**config.mk**
```make
export PLATFORM = sky130hd
export DESIGN_NAME = ccrf_front
export DESIGN_NICKNAME = d
export VERILOG_FILES = /design/src/sv/ccrf_pkg.sv /design/src/sv/ccrf_front.sv
export SDC_FILE = /design/constraint.sdc
export NUM_CORES = 1
export LEC_CHECK = 0
export BUFFER_PORTS_ARGS = -buffer_cell sky130_fd_sc_hd__buf_2
export CORE_ASPECT_RATIO = 1.2
export CORE_MARGIN = 2
export CORE_UTILIZATION = 40
export CTS_CLUSTER_DIAMETER = 30
export DETAILED_ROUTE_END_ITERATION = 8
export PLACE_DENSITY = 0.88
export SLEW_MARGIN = 40
export SYNTH_ARGS = -nofsm -noshare
export SYNTH_HDL_FRONTEND = slang
export SYNTH_SLANG_ARGS = --single-unit
```
**constraint.sdc**
```tcl
create_clock -name i_clk -period 8.5 [get_ports i_clk]
set_input_delay 1.275 -clock i_clk [delete_from_list [all_inputs] [get_ports i_clk]]
set_output_delay 1.275 -clock i_clk [all_outputs]
set_load 0.03 [all_outputs]
```
**src/sv/ccrf_pkg.sv**
```systemverilog
`timescale 1ns / 1ps
// Shared types and constants of the caption triplet rate queue.
// No dependencies; every other file imports this package.
package ccrf_pkg;

    localparam int QUEUE_DEPTH = 128;
    localparam int QA_W        = $clog2(QUEUE_DEPTH);
    localparam int FILL_W      = $clog2(QUEUE_DEPTH + 1);
    localparam int CALC_W      = (FILL_W > 6) ? FILL_W : 6;

    localparam int CMDQ_DEPTH  = 4;
    localparam int CQ_AW       = $clog2(CMDQ_DEPTH);
    localparam int CQ_CW       = $clog2(CMDQ_DEPTH + 1);

    localparam int OUTQ_DEPTH  = 4;
    localparam int OQ_AW       = $clog2(OUTQ_DEPTH);
    localparam int OQ_CW       = $clog2(OUTQ_DEPTH + 2);

    localparam logic [5:0] MAX_FRAME  = 6'd40;
    localparam logic [7:0] PAD_HEADER = 8'hFA;
    localparam int         HDR_VALID  = 2;

    // Input command codes
    localparam logic OP_STORE = 1'b0;
    localparam logic OP_EMIT  = 1'b1;

    // Register indexes
    localparam logic [1:0] CFG_TRIPLETS = 2'd0;
    localparam logic [1:0] CFG_LEGACY   = 2'd1;
    localparam logic [1:0] CFG_PASS     = 2'd2;

    typedef enum logic [1:0] {
        SRC_LEGACY  = 2'd0,
        SRC_DIGITAL = 2'd1,
        SRC_PAD     = 2'd2
    } t_src;

    typedef enum logic [1:0] {
        CMD_STORE_LEG,
        CMD_STORE_DIG,
        CMD_EMIT,
        CMD_ERROR
    } t_cmd_kind;

    typedef enum logic {
        BK_IDLE,
        BK_EMIT
    } t_back_state;

    typedef struct packed {
        t_cmd_kind   kind;
        logic [23:0] trip;
        logic [5:0]  count;
        logic [2:0]  lmax;
    } t_cmd;

    typedef struct packed {
        logic [7:0] header;
        logic [7:0] data_a;
        logic [7:0] data_b;
        t_src       src;
        logic       last;
        logic       err;
    } t_result;

endpackage

```
**src/sv/ccrf_front.sv**
```systemverilog
`timescale 1ns / 1ps
// Front end: configuration registers, item intake and classification.
// Depends on ccrf_pkg; feeds commands into ccrf_cmdq.
module ccrf_front (
    input  logic              i_clk,
    input  logic              i_rst_n,
    input  logic              i_cfg_valid,
    input  logic [1:0]        i_cfg_index,
    input  logic [5:0]        i_cfg_data,
    output logic              o_cfg_ready,
    input  logic              i_in_valid,
    output logic              o_in_stall,
    input  logic              i_cmd,
    input  logic [7:0]        i_in_header,
    input  logic [7:0]        i_in_data_a,
    input  logic [7:0]        i_in_data_b,
    input  logic [7:0]        i_room_bytes,
    input  logic              i_q_full,
    output logic              o_push,
    output ccrf_pkg::t_cmd    o_push_cmd
);
    import ccrf_pkg::*;

    logic [5:0] r_tpf;
    logic [2:0] r_lpf;
    logic       r_pass;
    logic       r_seen;
    logic       n_seen;
    logic       accept;
    logic [5:0] count;
    logic [2:0] lmax;
    logic [7:0] need;
    logic       short_room;

    assign o_cfg_ready = 1'b1;
    assign o_in_stall  = i_q_full;
    assign accept      = i_in_valid & ~i_q_full;

    always_ff @(posedge i_clk) begin
        if (!i_rst_n) begin
            r_tpf  <= 6'd20;
            r_lpf  <= 3'd2;
            r_pass <= 1'b0;
        end else if (i_cfg_valid) begin
            case (i_cfg_index)
                CFG_TRIPLETS: r_tpf  <= i_cfg_data;
                CFG_LEGACY:   r_lpf  <= i_cfg_data[2:0];
                CFG_PASS:     r_pass <= i_cfg_data[0];
                default:      ;
            endcase
        end
    end

    // Saturate frame size, clamp legacy share to it
    always_comb begin
        count      = (r_tpf > MAX_FRAME) ? MAX_FRAME : r_tpf;
        lmax       = ({3'b000, r_lpf} > count) ? count[2:0] : r_lpf;
        need       = {2'b00, count} + {1'b0, count, 1'b0};
        short_room = i_room_bytes < need;
    end

    always_comb begin
        o_push           = 1'b0;
        o_push_cmd.kind  = CMD_EMIT;
        o_push_cmd.trip  = {i_in_header, i_in_data_a, i_in_data_b};
        o_push_cmd.count = count;
        o_push_cmd.lmax  = lmax;
        n_seen           = r_seen;
        if (accept && !r_pass) begin
            if (i_cmd == OP_STORE) begin
                n_seen = 1'b1;
                if (!i_in_header[1]) begin
                    o_push          = 1'b1;
                    o_push_cmd.kind = CMD_STORE_LEG;
                end else if (i_in_header[HDR_VALID]) begin
                    o_push          = 1'b1;
                    o_push_cmd.kind = CMD_STORE_DIG;
                end
            end else if (r_seen) begin
                if (short_room) begin
                    o_push          = 1'b1;
                    o_push_cmd.kind = CMD_ERROR;
                end else if (count != 6'd0) begin
                    o_push          = 1'b1;
                    o_push_cmd.kind = CMD_EMIT;
                end
            end
        end
    end

    always_ff @(posedge i_clk) begin
        if (!i_rst_n) begin
            r_seen <= 1'b0;
        end else begin
            r_seen <= n_seen;
        end
    end

endmodule

```
## After elaboration in Yosys (flattened, before gate mapping)

Index checks and enable logic that the tools add are counted.

- $add $sub $neg: 1
- Multiplexer cells: 15
- Div/mod/pow operators: 0
- Multipliers: 0
- Magnitude comparators: 3
- Bitwise operators: 3
- Equal/unequal tests: 2
- Reductions and logical operators: 8
- Shift-type cells: 0

Operators by type and width:

| kind | count |
|---|---|
| 1-bit two-way mux | 9 |
| 6-bit by 7-bit adder with 8-bit output | 1 |
| 8-bit less-than comparator | 1 |
| 2-bit two-way mux | 4 |
| 2-bit AND reduction | 4 |
| 3-bit by 6-bit > comparator with 1-bit output | 1 |
| 6-bit > comparator (second input constant) | 1 |
| 6-bit two-way mux | 1 |
| 6-bit nonzero test | 1 |
| 3-bit two-way mux | 1 |
| 2-bit by 1-bit equality test with 1-bit output (second input constant) | 1 |
| 2-bit equality test (second input constant) | 1 |
| 2-bit zero test | 1 |
| 1-bit inverter | 2 |
| 1-bit bitwise AND | 1 |
| 1-bit logical AND | 1 |
| 1-bit zero test | 1 |

- Memories kept: 0
- Memory bits (writable): 0
- Latch bits: 0
- Word-level logic and storage cells: 36
- Memory bits (read-only): 0
- Flip-flop bits (word level): 11
- Output and inout bits: 38

## Logic depth before layout (Yosys ltp)

- Depth in word-level cells: 8
- Mapped depth: 14

## Worst setup path before layout

OpenSTA, ideal clock, no wires.

- Path kind: register to output
- From: register r_tpf[4]
- To: output o_push
- Required time: 7225 ps
- Arrival time: 3123 ps
- Path slack: 4102 ps
- Stages on the path, launching flop included: 14
- Path buffers: 0
- Cell sequence: dfxtp_1 o21ai_2 nand2_1 inv_1 ha_1 a221o_1 a21oi_1 a22o_1 a21oi_1 ha_1 a21o_1 a21oi_1 nand3_1 o211ai_1

RTL lines:

| element | line | source |
|---|---|---|
| start, declared | ccrf_front.sv:24 | `logic [5:0] r_tpf;` |
| start signal, assigned | ccrf_front.sv:46 | `CFG_TRIPLETS: r_tpf <= i_cfg_data;` |
| end, declared | ccrf_front.sv:19 | `output logic o_push,` |

## Final worst setup path

- From: register r_tpf[5]
- To: output o_push

- Cells in the longest elaborated chain, start to end: 8
- Elaborated cells on any way between the ends: 10

Ends and longest elaborated chain:

| element | line | source |
|---|---|---|
| 6-bit > comparator | ccrf_front.sv:56 | `count = (r_tpf > MAX_FRAME) ? MAX_FRAME : r_tpf;` |
| 6-bit two-way mux (*) | ccrf_front.sv:56 |  |
| 6-bit by 7-bit adder with 8-bit output / 6-bit nonzero test (equally long branches) | ccrf_front.sv:58, ccrf_front.sv:83 |  |
| 8-bit less-than comparator / 1-bit two-way mux (equally long branches) | ccrf_front.sv:59, ccrf_front.sv:83 |  |
| 1-bit two-way mux (*) | ccrf_front.sv:80 | `if (short_room) begin` |
| 1-bit two-way mux (*) | ccrf_front.sv:79 | `end else if (r_seen) begin` |
| 1-bit two-way mux (*) | ccrf_front.sv:70 | `if (i_cmd == OP_STORE) begin` |
| 1-bit two-way mux (*) | ccrf_front.sv:69 | `if (accept && !r_pass) begin` |

Mark *: on every way between the ends. The rest lies on a longest branch, timed or not.

==> impl_metrics.env <==
export IMPL_status="finished, final reports clean"
export IMPL_synthSimpleGateAreaFrac_pct=17.3
export IMPL_initial_core_util_pct=41.4
export IMPL_syn_cell_area_sq_um=1250
export IMPL_fin_nets=223
export IMPL_clock_sinks=11
export IMPL_hold_viol=0
export IMPL_synth_ff_latch_count=11
export IMPL_clk_path_buf_depth=2
export IMPL_crit_buf_inv=2
export IMPL_die_x_um=55.1
export IMPL_synth_area_leaders="dfxtp_1 (18%), buf_4 (16%), ha_1 (16%)"
export IMPL_die_h_um=65.3
export IMPL_crit_path_cell_trace="o21ai_2 > nand2_1 > inv_1 > ha_1 > a221o_1 > a21oi_1 > a22o_1 > a21oi_1 > ha_1 > a21o_1 > a21oi_1 > nand3_1 > o211ai_1 > buf_2"
export IMPL_grt_usage_pct=14.6
export IMPL_fin_tns_setup_ps=0
export IMPL_synth_common_cells="buf_4 (27), ha_1 (16), inv_1 (12)"
export IMPL_required_ps=7220
export IMPL_yosysUniqueCellTypes=40
export IMPL_max_stage_delay_ps=550
export IMPL_yosys_warnings=0
export IMPL_cts_reportedPaths_clkPinSlew_ps=70
export IMPL_cts_tree="yes"
export IMPL_io_pins=84
export IMPL_synth_area_mux_share_pct=10.6
export IMPL_worst_setup_path_start_kind="flop"
export IMPL_syn2layout_area_growth_pct=4.10
export IMPL_grt_pass1_wl_um=3840
export IMPL_layout_min_cycle_time_ps=4620
export IMPL_synth_most_common_cell="buf_4"
export IMPL_rsz0062_at_grt="no"
export IMPL_drive_above_1_share_pct=30.8
export IMPL_drc=0
export IMPL_timing_fmax_ghz=0.216
export IMPL_synth_nets=209
export IMPL_n_antenna_cell=0
export IMPL_drtPass1Iterations=4
export IMPL_synth_edf_count=0
export IMPL_fin_crit_sh_pct=54.4
export IMPL_cap_violations=0
export IMPL_cts_resized=0
export IMPL_path_delay_family="compound AO/OA/AOI/OAI gates"
export IMPL_worstSetupPathType="flop to primary output"
export IMPL_first_global_vias=932
export IMPL_place_hpwl_um=2100
export IMPL_synth_xor_area_share_pct=2.80
export IMPL_powerDensity_nw_per_um2=110
export IMPL_place_congestion=0.895
export IMPL_async_flop_share_pct=0
export IMPL_finClkSkew_ps=0.00272
export IMPL_cts_root_buf="clkbuf_4"
export IMPL_p_leak_nw=0.639
export IMPL_cts_hold_buf=0
export IMPL_drtIter0Drc=24
export IMPL_synth_top_area_share_pct=17.6
export IMPL_viasPerCell=5.07
export IMPL_hp_class="flop to flop"
export IMPL_slew_viol_final=0
export IMPL_cp_max_fo=10
export IMPL_rows=22
export IMPL_cts_setup_buffers=0
export IMPL_grt_max_degree=12
export IMPL_synth_fa_ha_area_share_pct=17.6
export IMPL_vdd_ir_drop_worst_v=0.0000665
export IMPL_synth_compound_gate_area_share_pct=13.5
export IMPL_syn_inst=146
export IMPL_core_area_sq_um=3030
export IMPL_path_common_cell="a21oi_1"
export IMPL_die_area_sq_um=3600
export IMPL_yosysTopAreaCell="dfxtp_1"
export IMPL_grt_overflow_total=0
export IMPL_finalWirelength_um=2480
export IMPL_finalSetupViolations=0
export IMPL_power_uw=143
export IMPL_h_tree_depth=1
export IMPL_yosysSeqAreaShare_pct=17.6
export IMPL_ant_nets=0
export IMPL_syn_area_per_cell_sq_um=8.58
export IMPL_cp_data_arrival_time_ps=3350
export IMPL_antenna_found_initial=0
export IMPL_wire_per_inst_um=12.7
export IMPL_port_buffers=38
export IMPL_synth_top_family_by_area="buffers and inverters"
export IMPL_fillers=326
export IMPL_insertion_delay_ps=270
export IMPL_critPathCaptureType="primary output"
export IMPL_via_count=988
export IMPL_cpMaxStageDelayCell="dfxtp_1"
export IMPL_ys_flop_type="dfxtp_1"
export IMPL_cts_buffers=3
## cell usage in the layout, fill, tap and decap left out, types with 2 or more instances in the layout
| master | netlist | final |
|---|---|---|
| inv_1 | 12 | 12 |
| nand4_1 | 2 | 2 |
| nor2_1 | 2 | 2 |
| mux2_1 | 2 | 2 |
| xor2_1 | 2 | 2 |
| nand2_1 | 8 | 8 |
| nor2b_1 | 9 | 9 |
| mux2i_1 | 11 | 11 |
| o21ai_1 | 2 | 2 |
| buf_2 | 0 | 38 |
| clkbuf_4 | 0 | 3 |
| nand3_1 | 4 | 4 |
| o21a_1 | 2 | 2 |
| ha_1 | 16 | 16 |
| xnor2_1 | 2 | 2 |
| a21oi_1 | 7 | 7 |
| dfxtp_1 | 11 | 11 |
| nand3b_1 | 3 | 3 |
## sequential cells by signal, summed over array words and instances, names as in the netlist
name and flops:
r_tpf 6, r_lpf 3, r_pass 1, r_seen 1
## layout make-up
class	count	area [sq um]	share of cell area (%)
Inverter	12	45.0	3.45
Timing Repair Buffer	38	190	14.6
Sequential cell	11	220	16.9
Clock buffer	4	26.3	2.02
Multi-Input combinational cell	94	777	59.6
Tap cell	36	45.0	3.45
## per-layer routing
metal / global-route usage, % / part of all wire, % / vias to the layer above
met4: 9.15 / 2.8 / 0
met5: 0 / 0 / -
met1: 16.3 / 40 / 443
li1: - / - / 502
met3: 2.73 / 6.8 / 8
met2: 24.3 / 51 / 35
## power by group
part | internal (mW) | switching [mW] | total, mW
Clock | 0.0182 | 0.0173 | 0.0355
Combinational | 0.0225 | 0.0298 | 0.0523
Sequential | 0.0534 | 0.00217 | 0.0556
Total | 0.0941 | 0.0492 | 0.143
## final timing paths
path,start,end,slack (ps),cells after the start
setup / recovery,r_tpf[5],o_push,3880,14
setup reg to reg,r_pass,r_seen,7500,2
hold reg to reg,r_seen,r_seen,460,1
hold / removal,r_seen,r_seen,460,1
## logic make-up (layout without fill, tap and decap cells)
logic type | count (synthesis) | count (layout)
flops | 11 | 11
xor+xnor | 4 | 4
buf+inv | 41 | 54
other cells | 1 | 1
compound gates | 23 | 23
simple gates | 36 | 36
mux | 13 | 13
fa+ha+maj | 17 | 17
## per-stage QoR
step                      instance area [sq um]  cells  setup slack [ps]  util (%)  hold slack [ps]
after detailed placement                   1280    191              4180      42.2              450
after CTS                                  1300    195              3870      43.1              466
after global placement                     1280    191              4250      42.2              442
final                                      1300    195              3880      43.1              463
after global routing                       1300    195              3580      43.1              500
after floorplan                            1250    146              4100         -              433
No activity file was read; power rests on OpenSTA's default activity.
