**config.mk**
```make
export PLATFORM = sky130hd
export DESIGN_NAME = ccrf_cmdq
export DESIGN_NICKNAME = d
export VERILOG_FILES = /design/src/sv/ccrf_pkg.sv /design/src/sv/ccrf_cmdq.sv
export SDC_FILE = /design/constraint.sdc
export NUM_CORES = 1
export LEC_CHECK = 0
export ABC_AREA = 1
export BUFFER_PORTS_ARGS = -buffer_cell sky130_fd_sc_hd__buf_4
export CORE_MARGIN = 4
export CORE_UTILIZATION = 60
export CTS_BUF_LIST = sky130_fd_sc_hd__clkbuf_16
export CTS_CLUSTER_SIZE = 25
export DETAILED_ROUTE_END_ITERATION = 6
export GPL_ROUTABILITY_DRIVEN = 0
export HOLD_SLACK_MARGIN = 0.15
export PLACE_DENSITY = 0.86
export SETUP_SLACK_MARGIN = 0.05
export SLEW_MARGIN = 0
export SYNTH_ARGS = -nofsm -noshare
export SYNTH_HDL_FRONTEND = slang
export SYNTH_SLANG_ARGS = --single-unit
```
**constraint.sdc**
```tcl
create_clock -name i_clk -period 7.7 [get_ports i_clk]
set_input_delay 0 -clock i_clk [delete_from_list [all_inputs] [get_ports i_clk]]
set_output_delay 0 -clock i_clk [all_outputs]
set_load 0.02 [all_outputs]
```
**src/sv/ccrf_pkg.sv**
```systemverilog
`timescale 1ns / 1ps
// Shared types and constants of the caption triplet rate queue.
// No dependencies; every other file imports this package.
package ccrf_pkg;

    localparam int QUEUE_DEPTH = 128;
    localparam int QA_W        = $clog2(QUEUE_DEPTH);
    localparam int FILL_W      = $clog2(QUEUE_DEPTH + 1);
    localparam int CALC_W      = (FILL_W > 6) ? FILL_W : 6;

    localparam int CMDQ_DEPTH  = 4;
    localparam int CQ_AW       = $clog2(CMDQ_DEPTH);
    localparam int CQ_CW       = $clog2(CMDQ_DEPTH + 1);

    localparam int OUTQ_DEPTH  = 4;
    localparam int OQ_AW       = $clog2(OUTQ_DEPTH);
    localparam int OQ_CW       = $clog2(OUTQ_DEPTH + 2);

    localparam logic [5:0] MAX_FRAME  = 6'd40;
    localparam logic [7:0] PAD_HEADER = 8'hFA;
    localparam int         HDR_VALID  = 2;

    // Input command codes
    localparam logic OP_STORE = 1'b0;
    localparam logic OP_EMIT  = 1'b1;

    // Register indexes
    localparam logic [1:0] CFG_TRIPLETS = 2'd0;
    localparam logic [1:0] CFG_LEGACY   = 2'd1;
    localparam logic [1:0] CFG_PASS     = 2'd2;

    typedef enum logic [1:0] {
        SRC_LEGACY  = 2'd0,
        SRC_DIGITAL = 2'd1,
        SRC_PAD     = 2'd2
    } t_src;

    typedef enum logic [1:0] {
        CMD_STORE_LEG,
        CMD_STORE_DIG,
        CMD_EMIT,
        CMD_ERROR
    } t_cmd_kind;

    typedef enum logic {
        BK_IDLE,
        BK_EMIT
    } t_back_state;

    typedef struct packed {
        t_cmd_kind   kind;
        logic [23:0] trip;
        logic [5:0]  count;
        logic [2:0]  lmax;
    } t_cmd;

    typedef struct packed {
        logic [7:0] header;
        logic [7:0] data_a;
        logic [7:0] data_b;
        t_src       src;
        logic       last;
        logic       err;
    } t_result;

endpackage

```
**src/sv/ccrf_cmdq.sv**
```systemverilog
`timescale 1ns / 1ps
// Short command queue between the front end and the back end.
// Depends on ccrf_pkg for the command type and depth.
module ccrf_cmdq (
    input  logic              i_clk,
    input  logic              i_rst_n,
    input  logic              i_push,
    input  ccrf_pkg::t_cmd    i_cmd,
    output logic              o_full,
    output logic              o_valid,
    output ccrf_pkg::t_cmd    o_cmd,
    input  logic              i_pop
);
    import ccrf_pkg::*;

    t_cmd             r_mem [CMDQ_DEPTH];
    logic [CQ_AW-1:0] r_wr;
    logic [CQ_AW-1:0] r_rd;
    logic [CQ_CW-1:0] r_cnt;
    logic             do_push;
    logic             do_pop;

    assign o_full  = r_cnt == CQ_CW'(CMDQ_DEPTH);
    assign o_valid = r_cnt != '0;
    assign o_cmd   = r_mem[r_rd];
    assign do_push = i_push & ~o_full;
    assign do_pop  = i_pop & o_valid;

    always_ff @(posedge i_clk) begin
        if (do_push) begin
            r_mem[r_wr] <= i_cmd;
        end
    end

    always_ff @(posedge i_clk) begin
        if (!i_rst_n) begin
            r_wr  <= '0;
            r_rd  <= '0;
            r_cnt <= '0;
        end else begin
            if (do_push) begin
                r_wr <= (r_wr == CQ_AW'(CMDQ_DEPTH - 1)) ? '0 : r_wr + 1'b1;
            end
            if (do_pop) begin
                r_rd <= (r_rd == CQ_AW'(CMDQ_DEPTH - 1)) ? '0 : r_rd + 1'b1;
            end
            if (do_push && !do_pop) begin
                r_cnt <= r_cnt + 1'b1;
            end else if (do_pop && !do_push) begin
                r_cnt <= r_cnt - 1'b1;
            end
        end
    end

endmodule

```
Word level (Yosys, flattened, before mapping)
Memories as Yosys holds them, arrays and structs flattened. A register that Yosys moved wholly into a read port is not among the register bits.
Index checks and enable logic that the tools add are counted.

operators by class
  equal/unequal tests = 3
  multiplexer cells = 8
  bitwise operators = 3
  reduce and logical (&&, ||, !) cells = 6
  add/subtract/negate cells = 4

operators with widths
  operator                                           number
  two-way mux 2 bit                                  4
  two-way mux 3 bit                                  2
  adder 2 x 1 -> 2 bit (second input constant)       2
  equality test 2 bit (second input constant)        2
  adder 3 x 1 -> 3 bit (second input constant)       1
  equality test 3 bit (second input constant)        1
  nonzero test 3 bit                                 1
  subtractor 3 x 1 -> 3 bit (second input constant)  1
  bitwise AND 1 bit                                  2
  logical AND 1 bit                                  2
  logical NOT 1 bit                                  2
  two-way mux 1 bit                                  2
  nonzero test 2 bit                                 1
  inverter 1 bit                                     1

storage, ports and cells
  memories = 1
  RAM bits = 140
  register bits after elaboration = 7
  output and inout port bits = 37

memory list
  name   depth  bits a word  read ports  clocked after memory_dff  wr ports  RTL line         RTL
  r_mem  4      35           1           1                         1         ccrf_cmdq.sv:16  t_cmd r_mem [CMDQ_DEPTH];

Depth between registers and ports, before layout
Gate-level depths: netlist of run 1.

  depth after elaboration = 7
  mapped depth = 13
  mapped depth without buffers = 13

Worst setup path before layout of run 1
Ideal clock, no wire load.

  path kind = reg-to-reg
  from = register r_cnt[1]
  to = memory r_mem[0][0] in the netlist's numbering (enable)
  slack = 5105 ps
  library setup time = 427 ps
  path buffers = 0
  arrival time = 2167 ps
  cell stages (with the launch flop) = 5
  path through = dfxtp_1 > nor2_1 > nand2_1 > nand2_1 > nor2_1

between the ends
  longest elaborated chain between the ends = 5

RTL lines
  item                                     RTL line         RTL
  start, declared                          ccrf_cmdq.sv:19  logic [CQ_CW-1:0] r_cnt;
  start signal, assigned                   ccrf_cmdq.sv:48  r_cnt <= r_cnt + 1'b1;
  start signal, assigned                   ccrf_cmdq.sv:50  r_cnt <= r_cnt - 1'b1;
  equality test 3 bit                      ccrf_cmdq.sv:23  assign o_full = r_cnt == CQ_CW'(CMDQ_DEPTH);
  inverter 1 bit                           ccrf_cmdq.sv:26  assign do_push = i_push & ~o_full;
  bitwise AND 1 bit                        ccrf_cmdq.sv:26
  two-way mux 1 bit                        ccrf_cmdq.sv:30  if (do_push) begin
  two-way mux 1 bit (not written as such)  ccrf_cmdq.sv:31  r_mem[r_wr] <= i_cmd;
  end, declared                            ccrf_cmdq.sv:16

Every way passes these cells.

==> impl_metrics.yaml, run 1 <==
outcome:
  status: "finished clean"
routing:
  drtPass1Iterations: 5
  drc: 0
  drtIter0Drc: 356
  wl_per_cell_um: 18.14
  avgViaCountPerCell: 5.552
  final_antenna_net_count: 0
  drt_wl_total_um: 12060
  vias: 3692
final_layout:
  instances_no_fill: 665
  diodes: 0
  nets: 570
  fin_util: 0.7859
  syn2layout_area_growth_pct: 27.98
  drive_gt1_frac: 0.2052
floorplanning:
  io_pins: 76
  die_w_um: 105.2
  rows: 35
  die_h_um: 105.2
  die_area_sq_um: 11080
  core_area_sq_um: 9240
  start_util: 0.6141
logic_synthesis:
  ys_seq_elements: 149
  synth_cells: 409
  syn_avg_cell_area_sq_um: 13.87
  synth_top_family_by_area: "compound AO/OA/AOI/OAI gates"
  synthAdderAreaFrac: 0.01676
  syn-num-nets: 455
  synth_compound_area_frac: 0.1047
  mappedNetlistArea_sq_um: 5674
  synth_mux_area_frac: 0
  synthSimpleGateAreaFrac: 0.07034
  synthXorXnorAreaFrac: 0
  seq_area_frac_synth: 0.7727
  synth_cell_types: 19
  ys_warn_count: 0
timing:
  layout_min_cycle_time_ns: 2.406
  finalHoldViolations: 0
  fin_setup_tns_ns: 0
  fin_skew_ns: 0.006205
  max_slew_margin: 0.2741
  finalSetupViolCount: 0
  finalMaxSlewViolations: 0
  max_freq_mhz: 415.6
  rsz0062_at_grt: "no"
  fin_ws_ns: 5.294
  worst_pin_slew_ns: 1.086
  finalCritPeriodShare: 0.3125
critical_path:
  critPathArrivalTime_ns: 2.41
  worstSetupEndpointType: "primary output"
  crit_top_cell: "buf_4"
  crit_buf_inv: 3
  crit_slowest_cell: "buf_4"
  path_delay_family: "buffers and inverters"
  path_class: "reg -> out"
  crit_chain: "buf_4 > inv_4 > o21ai_0 > o22ai_1 > buf_4"
  cp-start-kind: "flip-flop"
  cp_max_fo: 71
  crit_required_ns: 7.70
  slowest_delay_ns: 0.54
global_route:
  grt_overflow_total: 0
  antenna_found_initial: 0
  grt_max_degree: 72
  grt_pass1_vias: 3768
  grt.total_usage: 0.2297
  grt_first_pass_wirelength_um: 19070
place:
  dp_cells: 594
  place_ws_ns: 5.500
  io_buffer_count: 75
  dp.final_hpwl_um: 6127
power:
  power.leakage_uw: 0.002662
  power_density_nw_per_um2: 356.5
  vdd_drop_max_mv: 0.2520
  fin_total_pwr_uw: 2589
job:
  drv_cap: 0
hold_path:
  hold_path_class: "in -> reg"
cts:
  clk_latency_ns: 0.41
  cts_root_buffer: "clkbuf_16"
  htree_levels: 4
  cts_tree: "built"
  cts.sinks: 149
  cts_resized: 0
  cts.path.max_buffers: 2
  clk_pin_slew_ns: 0.06
  numCtsBuffers: 17
repair_timing:
action	4_1_cts	5_1_grt
endpoints found under the hold margin	149	0
hold buffers	40	0
buffers inserted	0	0
routing by layer:
metal / vias up / share of wire / global-route usage
li1: 1729 / - / -
met1: 1757 / 0.38 / 0.2718
met2: 184 / 0.52 / 0.3916
met3: 22 / 0.071 / 0.06430
met4: 0 / 0.023 / 0.1031
met5: - / 0 / 0
worst paths after layout:
kind                  start  depth (start not counted)  slack, ns            to
hold reg to reg    r_cnt[0]                          2       0.52      r_cnt[0]
hold / removal    i_cmd[31]                          2       0.33  r_mem[1][31]
setup reg to reg   r_cnt[1]                          8       5.53     flip-flop
setup / recovery  flip-flop                          5       5.29     o_cmd[17]
area by class of cell:
| class | instances | area, sq um |
|---|---|---|
| inverter | 18 | 70.07 |
| clock inverter | 14 | 122.6 |
| timing repair buffer | 117 | 978.4 |
| clock buffer | 17 | 425.4 |
| multi-input combinational | 221 | 1119 |
| fill | 492 | 1978 |
| tap | 129 | 161.4 |
| sequential | 149 | 4385 |
synthesized netlist by cell type (all sizes together):
library cell,count,share of area
nand3b,1,0.0013
a21oi,3,0.0026
o21ai,72,0.064
ha,6,0.013
nand3,2,0.0018
nor2,85,0.056
inv,18,0.012
nand4,1,0.0011
nand2,15,0.0099
edfxtp,140,0.74
dfxtp,9,0.032
o22ai,35,0.039
fa,1,0.0035
buf,21,0.023
kinds of logic after synthesis:
family                   count (synthesis)
AO/OA/AOI/OAI                          110
buffers and inverters                   39
adder cells (fa/ha/maj)                  7
AND/OR/NAND/NOR                        104
flip-flops                             149
where the power goes:
part / switching [uW] / leakage (uW) / total (uW) / internal [uW]
combinational: 513 / 0.00103 / 795 / 281
sequential: 31.4 / 0.00136 / 1020 / 992
clock: 304 / 0.000277 / 771 / 467
metrics by stage:
stage          hold WS (ns)  cell area, sq um
3_3_place_gp         0.2010              6314
2_1_floorplan       0.09887              5674
4_1_cts              0.3121              7262
3_5_place_dp         0.2050              6314
6_report             0.3270              7262
5_1_grt              0.3148              7262
flip-flops by register name, indices dropped and copies added, names as in the netlist, named ones only:
name   count
r_rd       2
r_wr       2
r_cnt      3
r_mem    140
layout by cell type (no fill, tap or decap), drive strengths merged:
master       instances
edfxtp             140
nor2                85
buf                 77
o21ai               72
dlygate4sd3         40
o22ai               35
inv                 21
clkbuf              17
nand2               15
dfxtp                9
clkinv               7
ha                   6
a21oi                3
nand3                2
bufinv               2
clkinvlp             2
nand3b               1
nand4                1
fa                   1
No activity file was read; power rests on OpenSTA's default activity.
==> run 2, diff against run 1 <==
--- a/config.mk
+++ b/config.mk
@@ -8,13 +8,13 @@
 export ABC_AREA = 1
 export BUFFER_PORTS_ARGS = -buffer_cell sky130_fd_sc_hd__buf_4
 export CORE_MARGIN = 4
-export CORE_UTILIZATION = 60
+export CORE_UTILIZATION = 51
 export CTS_BUF_LIST = sky130_fd_sc_hd__clkbuf_16
 export CTS_CLUSTER_SIZE = 25
 export DETAILED_ROUTE_END_ITERATION = 6
 export GPL_ROUTABILITY_DRIVEN = 0
 export HOLD_SLACK_MARGIN = 0.15
-export PLACE_DENSITY = 0.86
+export PLACE_DENSITY = 0.78
 export SETUP_SLACK_MARGIN = 0.05
 export SLEW_MARGIN = 0
 export SYNTH_ARGS = -nofsm -noshare
==> constraint.sdc (replaced) <==
create_clock -name i_clk -period 2.1 [get_ports i_clk]
set_input_delay 0 -clock i_clk [delete_from_list [all_inputs] [get_ports i_clk]]
set_output_delay 0 -clock i_clk [all_outputs]
set_load 0.02 [all_outputs]
==> impl_metrics.yaml, run 2 (synthesis gave the netlist of run 1 again) <==
final_layout:
  nets: 580
  top_register: "r_mem"
  seqCellArea_sq_um: 4385
  final_cell_mix: "edfxtp_1, buf_4, nor2_1"
  fill_cells: 714
  drive_gt1_frac: 0.2271
  mostFrequentLayoutCell: "edfxtp_1"
  reg_top3: "r_mem (140), r_cnt (3)"
  multiInputGateArea_sq_um: 1124
  diodes: 0
  instances_no_fill: 686
  largest_reg_flops: 140
  syn2layout_area_growth_pct: 30.39
timing:
  whs_ns: 0.3348
  fin_setup_tns_ns: 0
  max_slew_margin: 0.5868
  finalCritPeriodShare: 0.9056
  finalMaxSlewViolations: 0
  fin_ws_ns: 0.1982
  rsz0062_at_grt: "no"
  fin_skew_ns: 0.007148
  finalHoldViolations: 0
  max_freq_mhz: 525.8
  layout_min_cycle_time_ns: 1.902
  worst_pin_slew_ns: 0.6189
  finalSetupViolCount: 0
floorplanning:
  die_h_um: 113.5
  core_area_sq_um: 10890
  die_area_sq_um: 12880
  die_w_um: 113.5
  rows: 38
  start_util: 0.5211
  io_pins: 76
power:
  internal_power_uw: 6465
  combPwrFrac: 0.317
  p_seq_frac: 0.392
  p_sw_uw: 3117
  power.leakage_uw: 0.002729
  switching_share: 0.3253
  power_frac_clock: 0.290
  fin_total_pwr_uw: 9582
  power_density_nw_per_um2: 1295
  vdd_drop_max_mv: 0.6545
global_route:
  grt_pass1_vias: 3878
  grt_first_pass_wirelength_um: 19460
  grt_overflow_total: 0
  antenna_found_initial: 0
  grt.total_usage: 0.1970
  grt_max_degree: 71
cts:
  numCtsBuffers: 17
  cts.sinks: 149
  cts.path.max_buffers: 2
  clk_latency_ns: 0.41
  cts_setup_buffers: 0
  cts_root_buffer: "clkbuf_16"
  clk_pin_slew_ns: 0.06
  cts_tree: "built"
  htree_levels: 4
critical_path:
  cp_max_fo: 5
  crit_top_cell: "nand2_1"
  path_depth: 12
  slowest_delay_ns: 0.38
  path_delay_family: "simple AND/OR/NAND/NOR gates"
  reg2reg_slack_ns: 0.20
  crit_chain: "nor2_2 > nand2_1 > nand2_1 > ha_1 > inv_1 > fa_1 > inv_1 > nand2_1 > nand3_1 > nand2_1 > inv_1 > nor2_1"
  worstSetupEndpointType: "flip-flop"
  worstReg2RegEnd: "r_cnt[2]"
  crit_buf_inv: 3
  path_class: "reg -> reg"
  critPathArrivalTime_ns: 2.21
  crit_required_ns: 2.41
  cp-start-kind: "flip-flop"
  worst_r2r_path_depth: 12
  r2r-start: "r_cnt[1]"
  crit_slowest_cell: "fa_1"
job:
  drv_cap: 0
hold_path:
  min_to: "r_mem[0][30]"
  min_path_cells: 2
  hold_path_class: "in -> reg"
  hold_start: "i_cmd[30]"
routing:
  drt_wl_total_um: 12290
  wl_per_cell_um: 17.91
  final_antenna_net_count: 0
  vias: 3752
  drc: 0
  drtIter0Drc: 263
  avgViaCountPerCell: 5.469
  drtPass1Iterations: 5
outcome:
  status: "finished clean"
place:
  dp.final_hpwl_um: 7411
  place_ws_ns: 0.1829
  dp_cells: 617
  io_buffer_count: 75
==> run 2: cell count changes in the layout (fill, tap and decap cells not counted), sizes merged <==
cell	change
dlygate4sd3	-2
clkinvlp	-1
clkinv	+1
buf	+12
==> run 2: power by group through the flow <==
stage	clock network [uW]	registers [uW]	logic (uW)
finish	2780	3760	3040
global route	2980	3780	3320
CTS	2830	3750	3050
detailed placement	0	3810	2970
global placement	0	3790	2890
floorplan	0	3790	1780
==> run 2: metrics by stage <==
| step | utilization | instance area [sq um] |
|---|---|---|
| floorplan | - | 5674 |
| finish | 0.6795 | 7398 |
| CTS | 0.6790 | 7393 |
| detailed placement | 0.5940 | 6467 |
| global route | 0.6795 | 7398 |
| global placement | 0.5940 | 6467 |
==> run 2: area by class of cell <==
cell class,instances,share of cell area
Clock buffer,17,0.05750
Clock inverter,14,0.01624
Inverter,18,0.009471
Multi-Input combinational cell,221,0.1519
Sequential cell,149,0.5928
Tap cell,140,0.02368
Timing Repair Buffer,127,0.1485
==> run 2: how the worst max path moves through the flow <==
| stage | from | end |
|---|---|---|
| after CTS | r_cnt[1] | r_cnt[1] |
| after global routing | r_cnt[1] | r_cnt[2] |
| after global placement | r_cnt[1] | r_cnt[2] |
| after floorplan | r_cnt[1] | r_mem[0][0] |
| final | r_cnt[1] | r_cnt[2] |
| after detailed placement | r_cnt[1] | r_cnt[1] |
==> run 2: metal layers <==
layer  part of all wire  vias up  track usage  routed length (um)
met5                  0        -            0                   0
met4              0.017        0      0.06010                 203
li1                   -     1757            -                   -
met1               0.42     1816       0.2547                5214
met2               0.48      160       0.3153                5920
met3              0.077       19      0.07003                 948
==> run 2: worst register-to-register path: cells and delay by family (launching register included) <==
kind | cells | cell delay [ns]
and+or+nand+nor | 7 | 0.67
DFF | 1 | 0.35
adders and majority gates | 2 | 0.59
buffers and inverters | 3 | 0.20
==> run 2: repair_timing <==
| action | in CTS | in global routing |
|---|---|---|
| hold buffers | 38 | 0 |
| setup endpoints to repair | 0 | 2 |
| resized for setup | 0 | 3 |
| endpoints found under the hold margin | 149 | 0 |
==> run 3, diff against run 2 <==
--- a/config.mk
+++ b/config.mk
@@ -6,7 +6,7 @@
 export NUM_CORES = 1
 export LEC_CHECK = 0
 export ABC_AREA = 1
-export BUFFER_PORTS_ARGS = -buffer_cell sky130_fd_sc_hd__buf_4
+export BUFFER_PORTS_ARGS = -buffer_cell sky130_fd_sc_hd__clkbuf_2
 export CORE_MARGIN = 4
 export CORE_UTILIZATION = 51
 export CTS_BUF_LIST = sky130_fd_sc_hd__clkbuf_16
==> impl_metrics.yaml, run 3 (synthesis gave the netlist of run 1 again) <==
outcome:
  status: "finished clean"
final_layout:
  largest_reg_flops: 140
  multiInputGateArea_sq_um: 1124
  instances_no_fill: 685
  top_register: "r_mem"
  drive_gt1_frac: 0.2312
  seqCellArea_sq_um: 4385
  fill_cells: 759
  nets: 578
  syn2layout_area_growth_pct: 26.73
  final_cell_mix: "edfxtp_1, nor2_1, clkbuf_2"
  diodes: 0
  reg_top3: "r_mem (140), r_cnt (3)"
  mostFrequentLayoutCell: "edfxtp_1"
  fin_util: 0.6604
cts:
  numCtsBuffers: 17
  htree_levels: 4
  cts.sinks: 149
  cts_setup_buffers: 0
  cts_tree: "built"
  clk_latency_ns: 0.41
  cts_root_buffer: "clkbuf_16"
  clk_pin_slew_ns: 0.06
  cts.path.max_buffers: 2
critical_path:
  worst_r2r_path_depth: 12
  reg2reg_slack_ns: 0.23
  crit_path_end: "o_cmd[0]"
  path_delay_family: "buffers and inverters"
  worstReg2RegEnd: "r_cnt[2]"
  crit_slowest_cell: "inv_2"
  slowest_delay_ns: 0.47
  worstSetupEndpointType: "primary output"
  critPathArrivalTime_ns: 1.89
  path_class: "reg -> out"
  r2r-start: "r_cnt[1]"
  cp-start-kind: "flip-flop"
  crit_chain: "inv_2 > o21ai_0 > o22ai_1 > clkbuf_2"
  cp_max_fo: 35
  crit_required_ns: 2.10
  path_depth: 4
  crit_buf_inv: 2
timing:
  fin_ws_ns: 0.2081
  finalSetupViolCount: 0
  fin_skew_ns: 0.007927
  worst_pin_slew_ns: 0.6436
  finalCritPeriodShare: 0.9009
  rsz0062_at_grt: "no"
  max_freq_mhz: 528.6
  max_slew_margin: 0.5703
  finalMaxSlewViolations: 0
  finalHoldViolations: 0
  layout_min_cycle_time_ns: 1.892
routing:
  drtPass1Iterations: 4
  drc: 0
  wl_per_cell_um: 16.85
  drt_wl_total_um: 11540
  drtIter0Drc: 332
  final_antenna_net_count: 0
  avgViaCountPerCell: 5.337
  vias: 3656
global_route:
  grt_overflow_total: 0
  grt_first_pass_wirelength_um: 18350
  grt_pass1_vias: 3666
  grt_max_degree: 71
  antenna_found_initial: 0
  grt.total_usage: 0.1864
floorplanning:
  die_area_sq_um: 12880
  core_area_sq_um: 10890
  rows: 38
  die_w_um: 113.5
  io_pins: 76
  start_util: 0.5211
  die_h_um: 113.5
place:
  io_buffer_count: 75
  place_ws_ns: 0.2257
  dp.final_hpwl_um: 6857
  dp_cells: 615
power:
  power_density_nw_per_um2: 1306
  power.leakage_uw: 0.002670
  vdd_drop_max_mv: 0.6707
job:
  drv_cap: 0
hold_path:
  hold_path_class: "in -> reg"
run 3: cell types whose count changed in the layout (fill, tap and decap cells not counted), sizes merged:
| cell | change |
|---|---|
| clkinv | -1 |
| clkinvlp | +2 |
| bufinv | +1 |
| inv | -1 |
| buf | -77 |
| clkbuf | +75 |
run 3: final cells by class:
type,count,share of cell area
tap,140,0.02436
clock inverter,15,0.02262
sequential,149,0.6099
timing repair buffer,125,0.1176
clock buffer,17,0.05916
multi-input combinational,221,0.1563
inverter,18,0.01009
run 3: repair_timing:
item	in CTS	in global routing
endpoints found under the hold margin	149	0
setup endpoints to repair	0	3
gates resized for setup	0	3
hold buffers	38	0
run 3: power by group:
part           switching, uW  internal, uW  total (uW)  leakage (uW)
clock                   1110          1850        2960      0.000287
sequential               120          3630        3750       0.00136
combinational           1860           816        2680       0.00102
total                   3090          6300        9390       0.00267
run 3: how the worst min path moves through the flow:
stage	startpoint	to	slack [ns]	depth (start not counted)
after floorplan	i_cmd[0]	r_mem[0][0]	0.1	0
after global placement	i_cmd[31]	r_mem[0][31]	0.22	1
after detailed placement	i_cmd[30]	r_mem[3][30]	0.22	1
after CTS	i_cmd[30]	r_mem[0][30]	0.32	2
after global routing	i_cmd[17]	r_mem[1][17]	0.35	2
final	i_cmd[31]	r_mem[0][31]	0.34	2
run 3: through the flow:
step / hold slack, ns / total power [uW] / area, sq um / TNS, ns
3_3_place_gp: 0.2161 / 6336 / 6215 / 0
4_1_cts: 0.3239 / 9459 / 7183 / 0
2_1_floorplan: 0.09887 / 5570 / 5674 / -69.24
6_report: 0.3418 / 9390 / 7191 / 0
3_5_place_dp: 0.2196 / 6427 / 6215 / 0
5_1_grt: 0.3520 / 9867 / 7191 / 0
run 3: layer usage:
layer | up-vias | GRT usage | part of all wire
met4 | 0 | 0.06410 | 0.0056
li1 | 1746 | - | -
met1 | 1789 | 0.2386 | 0.43
met2 | 110 | 0.3086 | 0.51
met3 | 11 | 0.05146 | 0.057
met5 | - | 0 | 0
run 3: worst register-to-register path: stages (launching register included):
cell and delay (ns):
dfxtp_1 0.34, nor2_1 0.18, nand2_1 0.12, nand2_2 0.12, ha_1 0.19, inv_1 0.07
fa_1 0.38, inv_1 0.07, nand2_1 0.09, nand3_1 0.09, nand2_1 0.06, inv_1 0.05
nor2_1 0.03
